--- src/hdl/lprp_pkg.sv ---
// Shared types and constants of the LRU page frame replacer.
`default_nettype none
package lprp_pkg;

  localparam int NUM_FRAMES_DEF  = 8;
  localparam int STAMP_WIDTH_DEF = 32;
  localparam int PID_W           = 8;
  localparam int PAGE_W          = 8;
  localparam int COUNT_W         = 9;
  localparam int FIU_W           = 4;
  localparam int FRAME_W         = 3;
  localparam int APB_AW          = 3;
  localparam int APB_DW          = 32;

  localparam logic [FIU_W-1:0] FIU_RESET = 4'd8;

  // register index, taken from the word address
  typedef enum logic {
    REG_FRAMES_IN_USE = 1'b0,
    REG_NONE          = 1'b1
  } lprp_reg_t;

  typedef enum logic [1:0] {
    STATUS_HIT     = 2'd0,
    STATUS_FREE    = 2'd1,
    STATUS_EVICT   = 2'd2,
    STATUS_INVALID = 2'd3
  } lprp_status_t;

  typedef enum logic [1:0] {
    ST_IDLE,
    ST_SCAN,
    ST_WRITE,
    ST_DONE
  } lprp_state_t;

  typedef struct packed {
    logic load;
    logic scan_en;
    logic write_en;
    logic out_load;
  } lprp_cmd_t;

  typedef struct packed {
    logic invalid;
    logic scan_last;
    logic out_room;
  } lprp_stat_t;

endpackage
`default_nettype wire

--- src/hdl/lprp_ram.sv ---
// Generic simple dual-port RAM with registered read.
`default_nettype none
module lprp_ram #(
  parameter int WIDTH = 8,
  parameter int DEPTH = 8,
  localparam int AW = (DEPTH > 1) ? $clog2(DEPTH) : 1
) (
  input  wire logic             clk,
  input  wire logic             we,
  input  wire logic [AW-1:0]    waddr,
  input  wire logic [WIDTH-1:0] wdata,
  input  wire logic             re,
  input  wire logic [AW-1:0]    raddr,
  output logic      [WIDTH-1:0] rdata
);

  logic [WIDTH-1:0] mem_r [DEPTH];

  always_ff @(posedge clk) begin
    if (we) begin
      mem_r[waddr] <= wdata;
    end
    if (re) begin
      rdata <= mem_r[raddr];
    end
  end

endmodule
`default_nettype wire

--- src/hdl/lprp_ctrl.sv ---
// Sequencer of the LRU page frame replacer: request intake, scan, write back, result.
`default_nettype none
module lprp_ctrl (
  input  wire logic                clk,
  input  wire logic                rst_n,
  input  wire logic                in_valid,
  output logic                     in_ready,
  input  wire lprp_pkg::lprp_stat_t stat,
  output lprp_pkg::lprp_cmd_t      cmd
);
  import lprp_pkg::*;

  lprp_state_t state_r, state_nxt;

  always_ff @(posedge clk) begin
    if (!rst_n) begin
      state_r <= ST_IDLE;
    end else begin
      state_r <= state_nxt;
    end
  end

  always_comb begin
    state_nxt = state_r;
    cmd       = '0;
    in_ready  = 1'b0;
    case (state_r)
      ST_IDLE: begin
        in_ready = 1'b1;
        if (in_valid) begin
          cmd.load  = 1'b1;
          state_nxt = ST_SCAN;
        end
      end
      ST_SCAN: begin
        // a rejected request skips the frame table entirely
        if (stat.invalid) begin
          state_nxt = ST_DONE;
        end else begin
          cmd.scan_en = 1'b1;
          if (stat.scan_last) begin
            state_nxt = ST_WRITE;
          end
        end
      end
      ST_WRITE: begin
        cmd.write_en = 1'b1;
        state_nxt    = ST_DONE;
      end
      ST_DONE: begin
        if (stat.out_room) begin
          cmd.out_load = 1'b1;
          state_nxt    = ST_IDLE;
        end
      end
      default: begin
        state_nxt = ST_IDLE;
      end
    endcase
  end

endmodule
`default_nettype wire

--- src/hdl/lprp_dp.sv ---
// Datapath: frame table, use counter, scan registers and result register.
`default_nettype none
module lprp_dp #(
  parameter int NUM_FRAMES  = lprp_pkg::NUM_FRAMES_DEF,
  parameter int STAMP_WIDTH = lprp_pkg::STAMP_WIDTH_DEF
) (
  input  wire logic                          clk,
  input  wire logic                          rst_n,
  input  wire lprp_pkg::lprp_cmd_t           cmd,
  output lprp_pkg::lprp_stat_t               stat,
  input  wire logic [lprp_pkg::FIU_W-1:0]    frames_in_use,
  input  wire logic [lprp_pkg::PID_W-1:0]    in_process_id,
  input  wire logic [lprp_pkg::PAGE_W-1:0]   in_page_index,
  input  wire logic [lprp_pkg::COUNT_W-1:0]  in_page_count,
  output logic                               out_valid,
  input  wire logic                          out_ready,
  output logic [1:0]                         out_status,
  output logic [lprp_pkg::FRAME_W-1:0]       out_frame,
  output logic [lprp_pkg::PID_W-1:0]         out_evicted_process,
  output logic [lprp_pkg::PAGE_W-1:0]        out_evicted_page
);
  import lprp_pkg::*;

  localparam int IDX_W = (NUM_FRAMES > 1) ? $clog2(NUM_FRAMES) : 1;
  localparam int CNT_W = $clog2(NUM_FRAMES + 1);
  localparam int ENT_W = PID_W + PAGE_W + STAMP_WIDTH;

  // request latched at accept
  logic [PID_W-1:0]       pid_r;
  logic [PAGE_W-1:0]      page_r;
  logic                   inv_r;
  logic [CNT_W-1:0]       lim_r, lim_c;

  logic [NUM_FRAMES-1:0]  valid_r;
  logic [STAMP_WIDTH-1:0] cnt_r;

  // scan pipeline
  logic [CNT_W-1:0]       rd_cnt_r;
  logic                   rd_go;
  logic                   chk_vld_r;
  logic [IDX_W-1:0]       chk_idx_r;
  logic [ENT_W-1:0]       rd_data;
  logic [PID_W-1:0]       ent_owner;
  logic [PAGE_W-1:0]      ent_page;
  logic [STAMP_WIDTH-1:0] ent_stamp, age;
  logic                   ent_valid, is_hit, is_free, is_older;

  logic                   hit_found_r, free_found_r;
  logic [IDX_W-1:0]       hit_slot_r, free_slot_r, best_slot_r;
  logic [STAMP_WIDTH-1:0] best_age_r;
  logic [PID_W-1:0]       best_owner_r;
  logic [PAGE_W-1:0]      best_page_r;

  // write back
  logic [IDX_W-1:0]       slot_c;
  lprp_status_t           status_c;
  lprp_status_t           res_status_r;
  logic [FRAME_W-1:0]     res_frame_r;
  logic [PID_W-1:0]       res_ev_owner_r;
  logic [PAGE_W-1:0]      res_ev_page_r;

  logic                   out_valid_r;
  logic [1:0]             out_status_r;
  logic [FRAME_W-1:0]     out_frame_r;
  logic [PID_W-1:0]       out_ev_owner_r;
  logic [PAGE_W-1:0]      out_ev_page_r;

  // clamp the frame limit to 1..NUM_FRAMES
  always_comb begin
    if (frames_in_use == '0) begin
      lim_c = CNT_W'(1);
    end else if (int'(frames_in_use) > NUM_FRAMES) begin
      lim_c = CNT_W'(NUM_FRAMES);
    end else begin
      lim_c = CNT_W'(frames_in_use);
    end
  end

  always_ff @(posedge clk) begin
    if (cmd.load) begin
      pid_r  <= in_process_id;
      page_r <= in_page_index;
      inv_r  <= ({1'b0, in_page_index} >= in_page_count);
      lim_r  <= lim_c;
    end
  end

  assign rd_go = cmd.scan_en && (rd_cnt_r < lim_r);

  lprp_ram #(
    .WIDTH (ENT_W),
    .DEPTH (NUM_FRAMES)
  ) u_table (
    .clk   (clk),
    .we    (cmd.write_en),
    .waddr (slot_c),
    .wdata ({pid_r, page_r, cnt_r}),
    .re    (rd_go),
    .raddr (rd_cnt_r[IDX_W-1:0]),
    .rdata (rd_data)
  );

  always_ff @(posedge clk) begin
    if (!rst_n) begin
      rd_cnt_r  <= '0;
      chk_vld_r <= 1'b0;
    end else if (cmd.load) begin
      rd_cnt_r  <= '0;
      chk_vld_r <= 1'b0;
    end else begin
      chk_vld_r <= rd_go;
      if (rd_go) begin
        rd_cnt_r <= rd_cnt_r + CNT_W'(1);
      end
    end
  end

  always_ff @(posedge clk) begin
    if (rd_go) begin
      chk_idx_r <= rd_cnt_r[IDX_W-1:0];
    end
  end

  assign ent_owner = rd_data[ENT_W-1 -: PID_W];
  assign ent_page  = rd_data[STAMP_WIDTH +: PAGE_W];
  assign ent_stamp = rd_data[STAMP_WIDTH-1:0];
  assign ent_valid = valid_r[chk_idx_r];
  assign age       = cnt_r - ent_stamp;
  assign is_hit    = ent_valid && (ent_owner == pid_r) && (ent_page == page_r);
  assign is_free   = !ent_valid;
  // oldest stamp wins, lowest frame on ties
  assign is_older  = (chk_idx_r == '0) || (age > best_age_r);

  assign stat.invalid   = inv_r;
  assign stat.scan_last = chk_vld_r && (CNT_W'(chk_idx_r) == lim_r - CNT_W'(1));
  assign stat.out_room  = !out_valid_r || out_ready;

  always_ff @(posedge clk) begin
    if (cmd.load) begin
      hit_found_r  <= 1'b0;
      free_found_r <= 1'b0;
    end else if (chk_vld_r) begin
      if (is_hit && !hit_found_r) begin
        hit_found_r <= 1'b1;
        hit_slot_r  <= chk_idx_r;
      end
      if (is_free && !free_found_r) begin
        free_found_r <= 1'b1;
        free_slot_r  <= chk_idx_r;
      end
      if (is_older) begin
        best_age_r   <= age;
        best_slot_r  <= chk_idx_r;
        best_owner_r <= ent_owner;
        best_page_r  <= ent_page;
      end
    end
  end

  always_comb begin
    if (hit_found_r) begin
      slot_c   = hit_slot_r;
      status_c = STATUS_HIT;
    end else if (free_found_r) begin
      slot_c   = free_slot_r;
      status_c = STATUS_FREE;
    end else begin
      slot_c   = best_slot_r;
      status_c = STATUS_EVICT;
    end
  end

  always_ff @(posedge clk) begin
    if (!rst_n) begin
      valid_r <= '0;
      cnt_r   <= '0;
    end else if (cmd.write_en) begin
      valid_r[slot_c] <= 1'b1;
      cnt_r           <= cnt_r + STAMP_WIDTH'(1);
    end
  end

  always_ff @(posedge clk) begin
    if (cmd.write_en) begin
      res_status_r <= status_c;
      res_frame_r  <= FRAME_W'(slot_c);
      if (status_c == STATUS_EVICT) begin
        res_ev_owner_r <= best_owner_r;
        res_ev_page_r  <= best_page_r;
      end else begin
        res_ev_owner_r <= '0;
        res_ev_page_r  <= '0;
      end
    end
  end

  // hold the result until taken
  always_ff @(posedge clk) begin
    if (!rst_n) begin
      out_valid_r <= 1'b0;
    end else if (cmd.out_load) begin
      out_valid_r <= 1'b1;
    end else if (out_ready) begin
      out_valid_r <= 1'b0;
    end
  end

  always_ff @(posedge clk) begin
    if (cmd.out_load) begin
      if (inv_r) begin
        out_status_r   <= STATUS_INVALID;
        out_frame_r    <= '0;
        out_ev_owner_r <= '0;
        out_ev_page_r  <= '0;
      end else begin
        out_status_r   <= res_status_r;
        out_frame_r    <= res_frame_r;
        out_ev_owner_r <= res_ev_owner_r;
        out_ev_page_r  <= res_ev_page_r;
      end
    end
  end

  assign out_valid           = out_valid_r;
  assign out_status          = out_status_r;
  assign out_frame           = out_frame_r;
  assign out_evicted_process = out_ev_owner_r;
  assign out_evicted_page    = out_ev_page_r;

endmodule
`default_nettype wire

--- src/hdl/lru_page_frame_replacer.sv ---
// Top level of the LRU page frame replacer: configuration register and core.
//
// Input channel (in_valid/in_ready) takes one page request: process id, page
// index and the process's page count. Result channel (out_valid/out_ready)
// returns status (hit, loaded free, loaded after eviction, invalid), the frame
// and the evicted owner and page.
// One request at a time. With L the frame limit (frames_in_use held to
// 1..NUM_FRAMES), a valid request scans L frame table entries, reading one
// per cycle from the table RAM, whose read is registered; it then writes
// back and loads the result register, which raises out_valid, and the next
// request is taken after that.
// An invalid request (index at or past page count) skips the scan and goes
// straight to loading its result; the next request is taken after that.
// The result sits in an output register; the next request is accepted while
// it waits. If the receiver stalls with a result still held, the next request
// finishes its scan and waits before loading its result.
// The APB port holds frames_in_use at address 0; write it only while idle.
// Reset (rst_n low, synchronous) frees all frames, clears the use counter and
// sets frames_in_use to 8; no clearing pass is needed.
`default_nettype none
module lru_page_frame_replacer #(
  parameter int NUM_FRAMES  = lprp_pkg::NUM_FRAMES_DEF,
  parameter int STAMP_WIDTH = lprp_pkg::STAMP_WIDTH_DEF
) (
  input  wire logic                          clk,
  input  wire logic                          rst_n,
  input  wire logic                          psel,
  input  wire logic                          penable,
  input  wire logic                          pwrite,
  input  wire logic [lprp_pkg::APB_AW-1:0]   paddr,
  input  wire logic [lprp_pkg::APB_DW-1:0]   pwdata,
  output logic      [lprp_pkg::APB_DW-1:0]   prdata,
  output logic                               pready,
  input  wire logic                          in_valid,
  output logic                               in_ready,
  input  wire logic [lprp_pkg::PID_W-1:0]    in_process_id,
  input  wire logic [lprp_pkg::PAGE_W-1:0]   in_page_index,
  input  wire logic [lprp_pkg::COUNT_W-1:0]  in_page_count,
  output logic                               out_valid,
  input  wire logic                          out_ready,
  output logic [1:0]                         out_status,
  output logic [lprp_pkg::FRAME_W-1:0]       out_frame,
  output logic [lprp_pkg::PID_W-1:0]         out_evicted_process,
  output logic [lprp_pkg::PAGE_W-1:0]        out_evicted_page
);
  import lprp_pkg::*;

  logic [FIU_W-1:0] fiu_r;
  lprp_reg_t        reg_sel;
  lprp_cmd_t        cmd;
  lprp_stat_t       stat;

  assign reg_sel = lprp_reg_t'(paddr[2]);
  assign pready  = 1'b1;

  always_ff @(posedge clk) begin
    if (!rst_n) begin
      fiu_r <= FIU_RESET;
    end else if (psel && penable && pwrite && (reg_sel == REG_FRAMES_IN_USE)) begin
      fiu_r <= pwdata[FIU_W-1:0];
    end
  end

  always_comb begin
    case (reg_sel)
      REG_FRAMES_IN_USE: prdata = APB_DW'(fiu_r);
      default:           prdata = '0;
    endcase
  end

  lprp_ctrl u_ctrl (
    .clk      (clk),
    .rst_n    (rst_n),
    .in_valid (in_valid),
    .in_ready (in_ready),
    .stat     (stat),
    .cmd      (cmd)
  );

  lprp_dp #(
    .NUM_FRAMES  (NUM_FRAMES),
    .STAMP_WIDTH (STAMP_WIDTH)
  ) u_dp (
    .clk                 (clk),
    .rst_n               (rst_n),
    .cmd                 (cmd),
    .stat                (stat),
    .frames_in_use       (fiu_r),
    .in_process_id       (in_process_id),
    .in_page_index       (in_page_index),
    .in_page_count       (in_page_count),
    .out_valid           (out_valid),
    .out_ready           (out_ready),
    .out_status          (out_status),
    .out_frame           (out_frame),
    .out_evicted_process (out_evicted_process),
    .out_evicted_page    (out_evicted_page)
  );

endmodule
`default_nettype wire

--- config.mk ---
export PLATFORM = sky130hd
export DESIGN_NAME = lru_page_frame_replacer
export DESIGN_NICKNAME = d
export VERILOG_FILES = /design/src/hdl/lprp_pkg.sv /design/src/hdl/lprp_ram.sv /design/src/hdl/lprp_ctrl.sv /design/src/hdl/lprp_dp.sv /design/src/hdl/lru_page_frame_replacer.sv
export SDC_FILE = /design/constraint.sdc
export NUM_CORES = 1
export LEC_CHECK = 0
export ABC_AREA = 0
export BUFFER_PORTS_ARGS = -buffer_cell sky130_fd_sc_hd__buf_2
export CORE_UTILIZATION = 45
export DETAILED_ROUTE_END_ITERATION = 16
export GPL_ROUTABILITY_DRIVEN = 0
export GPL_TIMING_DRIVEN = 1
export PLACE_DENSITY = 0.69
export SLEW_MARGIN = 5
export SYNTH_ARGS = -nofsm -noshare
export SYNTH_HDL_FRONTEND = slang
export SYNTH_SLANG_ARGS = --single-unit
--- constraint.sdc ---
create_clock -name clk -period 11.16 [get_ports clk]
set_input_delay 0 -clock clk [delete_from_list [all_inputs] [get_ports clk]]
set_output_delay 0 -clock clk [all_outputs]
set_load 0.02 [all_outputs]
==> flow_summary.json <==
{
  "synthToLayoutAreaGrowth_pct": 13.7,
  "powerDensity_nw_per_um2": 194,
  "synth_area_um2": 25500,
  "max_freq_mhz": 161,
  "ys_seq_elements": 609,
  "cts_max_level": 2,
  "fin_crit_sh_pct": 55.8,
  "cts_max_path_buffers": 3,
  "synth_area_leader_cell": "edfxtp_1",
  "cts_resized": 0,
  "ys_seq_area_share_pct": 69.5,
  "cts-root-buf": "clkbuf_16",
  "clkSinkCount": 609,
  "arrival_ps": 6480,
  "wl_mm": 49.0,
  "grt_usage_pct": 17.5,
  "setup_tns_ps": 0,
  "synth_area_leaders": "edfxtp_1 65%, mux4_2 8.6%, dfxtp_1 4.2%, ha_1 4.0%, mux2_2 2.1%",
  "drive_gt1_share_pct": 20.6,
  "relSlewSlack_pct": 26.8,
  "path_cells": "inv_1 -> ha_1 -> inv_1 -> fa_1 -> a21oi_1 -> o21ai_1 -> and4_1 -> o211ai_2 -> nand2b_1 -> a31oi_1 -> xnor2_1 -> ha_1 -> nand3_1 -> nor4_1 -> o21ai_0 -> o2111ai_1 -> a211oi_1 -> a311oi_4 -> buf_4",
  "rsz0062_at_grt": "no",
  "routed_via_density": 5.35,
  "first_iter_violations": 1074,
  "n_antenna_cell": 0,
  "numPortBuffers": 63,
  "fp.dieH_um": 240,
  "place_hpwl_mm": 27.9,
  "fill_cells": 4404,
  "tightest_slew_ps": 1100,
  "finish.net_count": 1786,
  "yosysTopAreaCellShare_pct": 65.2,
  "synthCells": 1514,
  "cp_slowest_stage_delay_ps": 800,
  "crit_path_max_fanout": 35,
  "antenna_found_initial": 0,
  "regArea_um2": 17800,
  "drc_errors": 0,
  "io_pins": 123,
  "dieArea_um2": 57700,
  "cts_tree": "built",
  "vias": 13000,
  "slew_viol_final": 0,
  "synth_edf_count": 555,
  "finalNonFillerCells": 2436,
  "crit_required_ps": 11410,
  "endpoint_kind": "register",
  "worstSetupStartpointType": "register",
  "grt_pass1_vias": 13100,
  "ys_warn_count": 0,
  "crit_type": "register to register",
  "outcome": "finished, final reports clean",
  "async_flop_share_pct": 0,
  "clk_latency_ps": 640,
  "row_count": 86,
  "cts_made_buffers": 60,
  "multiInputGateArea_um2": 7240,
  "placed_cells": 2294,
  "cpMaxStageDelayCell": "a311oi_4",
  "min_period_ps": 6230,
  "globalRoute.totalOverflow": 0,
  "wl_per_cell_um": 20.1,
  "whs_ps": 66.5,
  "grt_max_degree": 65,
  "holdCritPathClass": "input pin to register",
  "avgSynthCellArea_um2": 16.9,
  "grt_pass1_wl_mm": 76.0,
  "dr.pass1.iters": 5,
  "fp.dieW_um": 240,
  "clkTransAtPathRegs_ps": 60,
  "power_leakage_nw": 10.5,
  "core-area_um2": 55600,
  "finalSetupViolCount": 0,
  "peakVddDrop_uv": 159,
  "worst_clock_skew_ps": 21.8,
  "cts_setup_buffers": 0,
  "synth_ff_type": "edfxtp_1",
  "drv_cap": 0,
  "start_util_pct": 45.9,
  "hold_viol": 0,
  "ant_nets": 0,
  "hold_buffers": 29,
  "synth.distinct_cells": 62
}
## Yosys cell counts, types with 4 or more instances
| library cell | n |
|---|---|
| o21ai_0 | 31 |
| ha_1 | 81 |
| a31oi_1 | 5 |
| nor2b_1 | 44 |
| or3_1 | 4 |
| a21o_1 | 24 |
| nor4_1 | 4 |
| nand4_1 | 15 |
| mux2_2 | 48 |
| o21bai_1 | 5 |
| nand3_1 | 19 |
| edfxtp_1 | 555 |
| inv_1 | 87 |
| nand2_1 | 42 |
| o21a_1 | 13 |
| nor2_1 | 43 |
| and4_1 | 5 |
| nand2b_1 | 11 |
| dfxtp_1 | 54 |
| nor3_1 | 4 |
| buf_4 | 31 |
| and2_1 | 49 |
| clkbuf_1 | 30 |
| a21oi_1 | 45 |
| mux2i_1 | 11 |
| xor2_1 | 37 |
| buf_2 | 15 |
| xnor2_1 | 45 |
| mux4_2 | 98 |
| and3_1 | 14 |
## report_power, final
group	switching (mW)	total, mW	internal (mW)
combinational	0.438	0.722	0.284
clock	0.846	2.06	1.22
sequential	0.110	2.84	2.73
## routing by layer
layer / track usage, % / vias up / part of all wire (%)
li1: - / 5968 / -
met1: 24.6 / 6679 / 45
met2: 28.5 / 321 / 49
met3: 2.50 / 60 / 4.5
met4: 4.77 / 0 / 1.7
met5: 0 / - / 0
## cells in the final DEF, fill, tap and decap left out, types with 14 or more instances in the layout
| master | Yosys | layout |
|---|---|---|
| edfxtp_1 | 555 | 555 |
| mux4_2 | 98 | 98 |
| inv_1 | 87 | 87 |
| ha_1 | 81 | 81 |
| buf_2 | 15 | 63 |
| clkbuf_16 | 0 | 60 |
| dfxtp_1 | 54 | 51 |
| and2_1 | 49 | 49 |
| mux2_2 | 48 | 48 |
| a21oi_1 | 45 | 45 |
| xnor2_1 | 45 | 45 |
| nor2b_1 | 44 | 43 |
| nand2_1 | 42 | 42 |
| xor2_1 | 37 | 37 |
| nor2_1 | 43 | 35 |
| o21ai_0 | 31 | 31 |
| conb_1 | 2 | 29 |
| dlygate4sd3_1 | 0 | 29 |
| a21o_1 | 24 | 24 |
| nand3_1 | 19 | 19 |
| buf_4 | 31 | 19 |
| clkbuf_1 | 30 | 18 |
| nand4_1 | 15 | 15 |
| and3_1 | 14 | 14 |
## cells by family after synthesis
family	Yosys count	share of synthesized area [%]
simple gates	268	5.75
mux	157	11.2
other cells	2	0.0294
compound gates	150	3.77
xor+xnor	82	2.81
fa+ha+maj	82	4.05
buf+inv	164	2.94
flops	609	69.5
## stage by stage
stage	util (%)	setup WS (ps)	area, um^2	total power [mW]
floorplan	-	3450	25600	3.37
global placement	48.0	5090	26700	3.59
detailed placement	48.0	4930	26700	3.61
CTS	52.2	4880	29100	5.68
global route	52.2	4500	29100	5.84
finish	52.2	4930	29100	5.62
## registers in the layout, summed over array words and instances, names as in the netlist, 4 cells and up
signal	cells
u_dp.res_ev_owner_r	8
u_dp.u_table.mem_r	384
u_dp.best_page_r	8
u_dp.u_table.rdata	48
fiu_r	4
u_dp.page_r	8
u_dp.cnt_r	32
u_dp.best_owner_r	8
u_dp.lim_r	4
u_dp.rd_cnt_r	4
u_dp.out_evicted_page	8
u_dp.res_ev_page_r	8
u_dp.best_age_r	32
u_dp.pid_r	8
u_dp.valid_r	8
u_dp.out_evicted_process	8
## critical path: cells and delay by family (launching register included)
| family | cells | cell delay, ps |
|---|---|---|
| flip-flops | 1 | 470 |
| adder cells (fa/ha/maj) | 3 | 880 |
| XOR/XNOR | 1 | 140 |
| buffers and inverters | 3 | 810 |
| AO/OA/AOI/OAI | 8 | 2300 |
| AND/OR/NAND/NOR | 4 | 1220 |
## cell type report
| type | count | share of cell area (%) |
|---|---|---|
| Clock buffer | 83 | 5.64 |
| Clock inverter | 30 | 1.41 |
| Inverter | 87 | 1.12 |
| Multi-Input combinational cell | 768 | 24.9 |
| Sequential cell | 609 | 61.1 |
| Tap cell | 748 | 3.22 |
| Timing Repair Buffer | 111 | 2.58 |
## final timing paths
kind / from / endpoint / slack, ps / cells after the start
max: u_dp.cnt_r[0]$_SDFFE_PN0P_ / u_dp.best_page_r[0]$_DFFE_PP_ / 4930 / 19
min: in_process_id[1] / u_dp.pid_r[1]$_DFFE_PP_ / 70 / 2
max reg2reg: u_dp.cnt_r[0]$_SDFFE_PN0P_ / u_dp.best_page_r[0]$_DFFE_PP_ / 4930 / 19
min reg2reg: u_dp.valid_r[2]$_SDFFE_PN0P_ / u_dp.valid_r[2]$_SDFFE_PN0P_ / 460 / 1
Power figures use the tool's default switching activity.
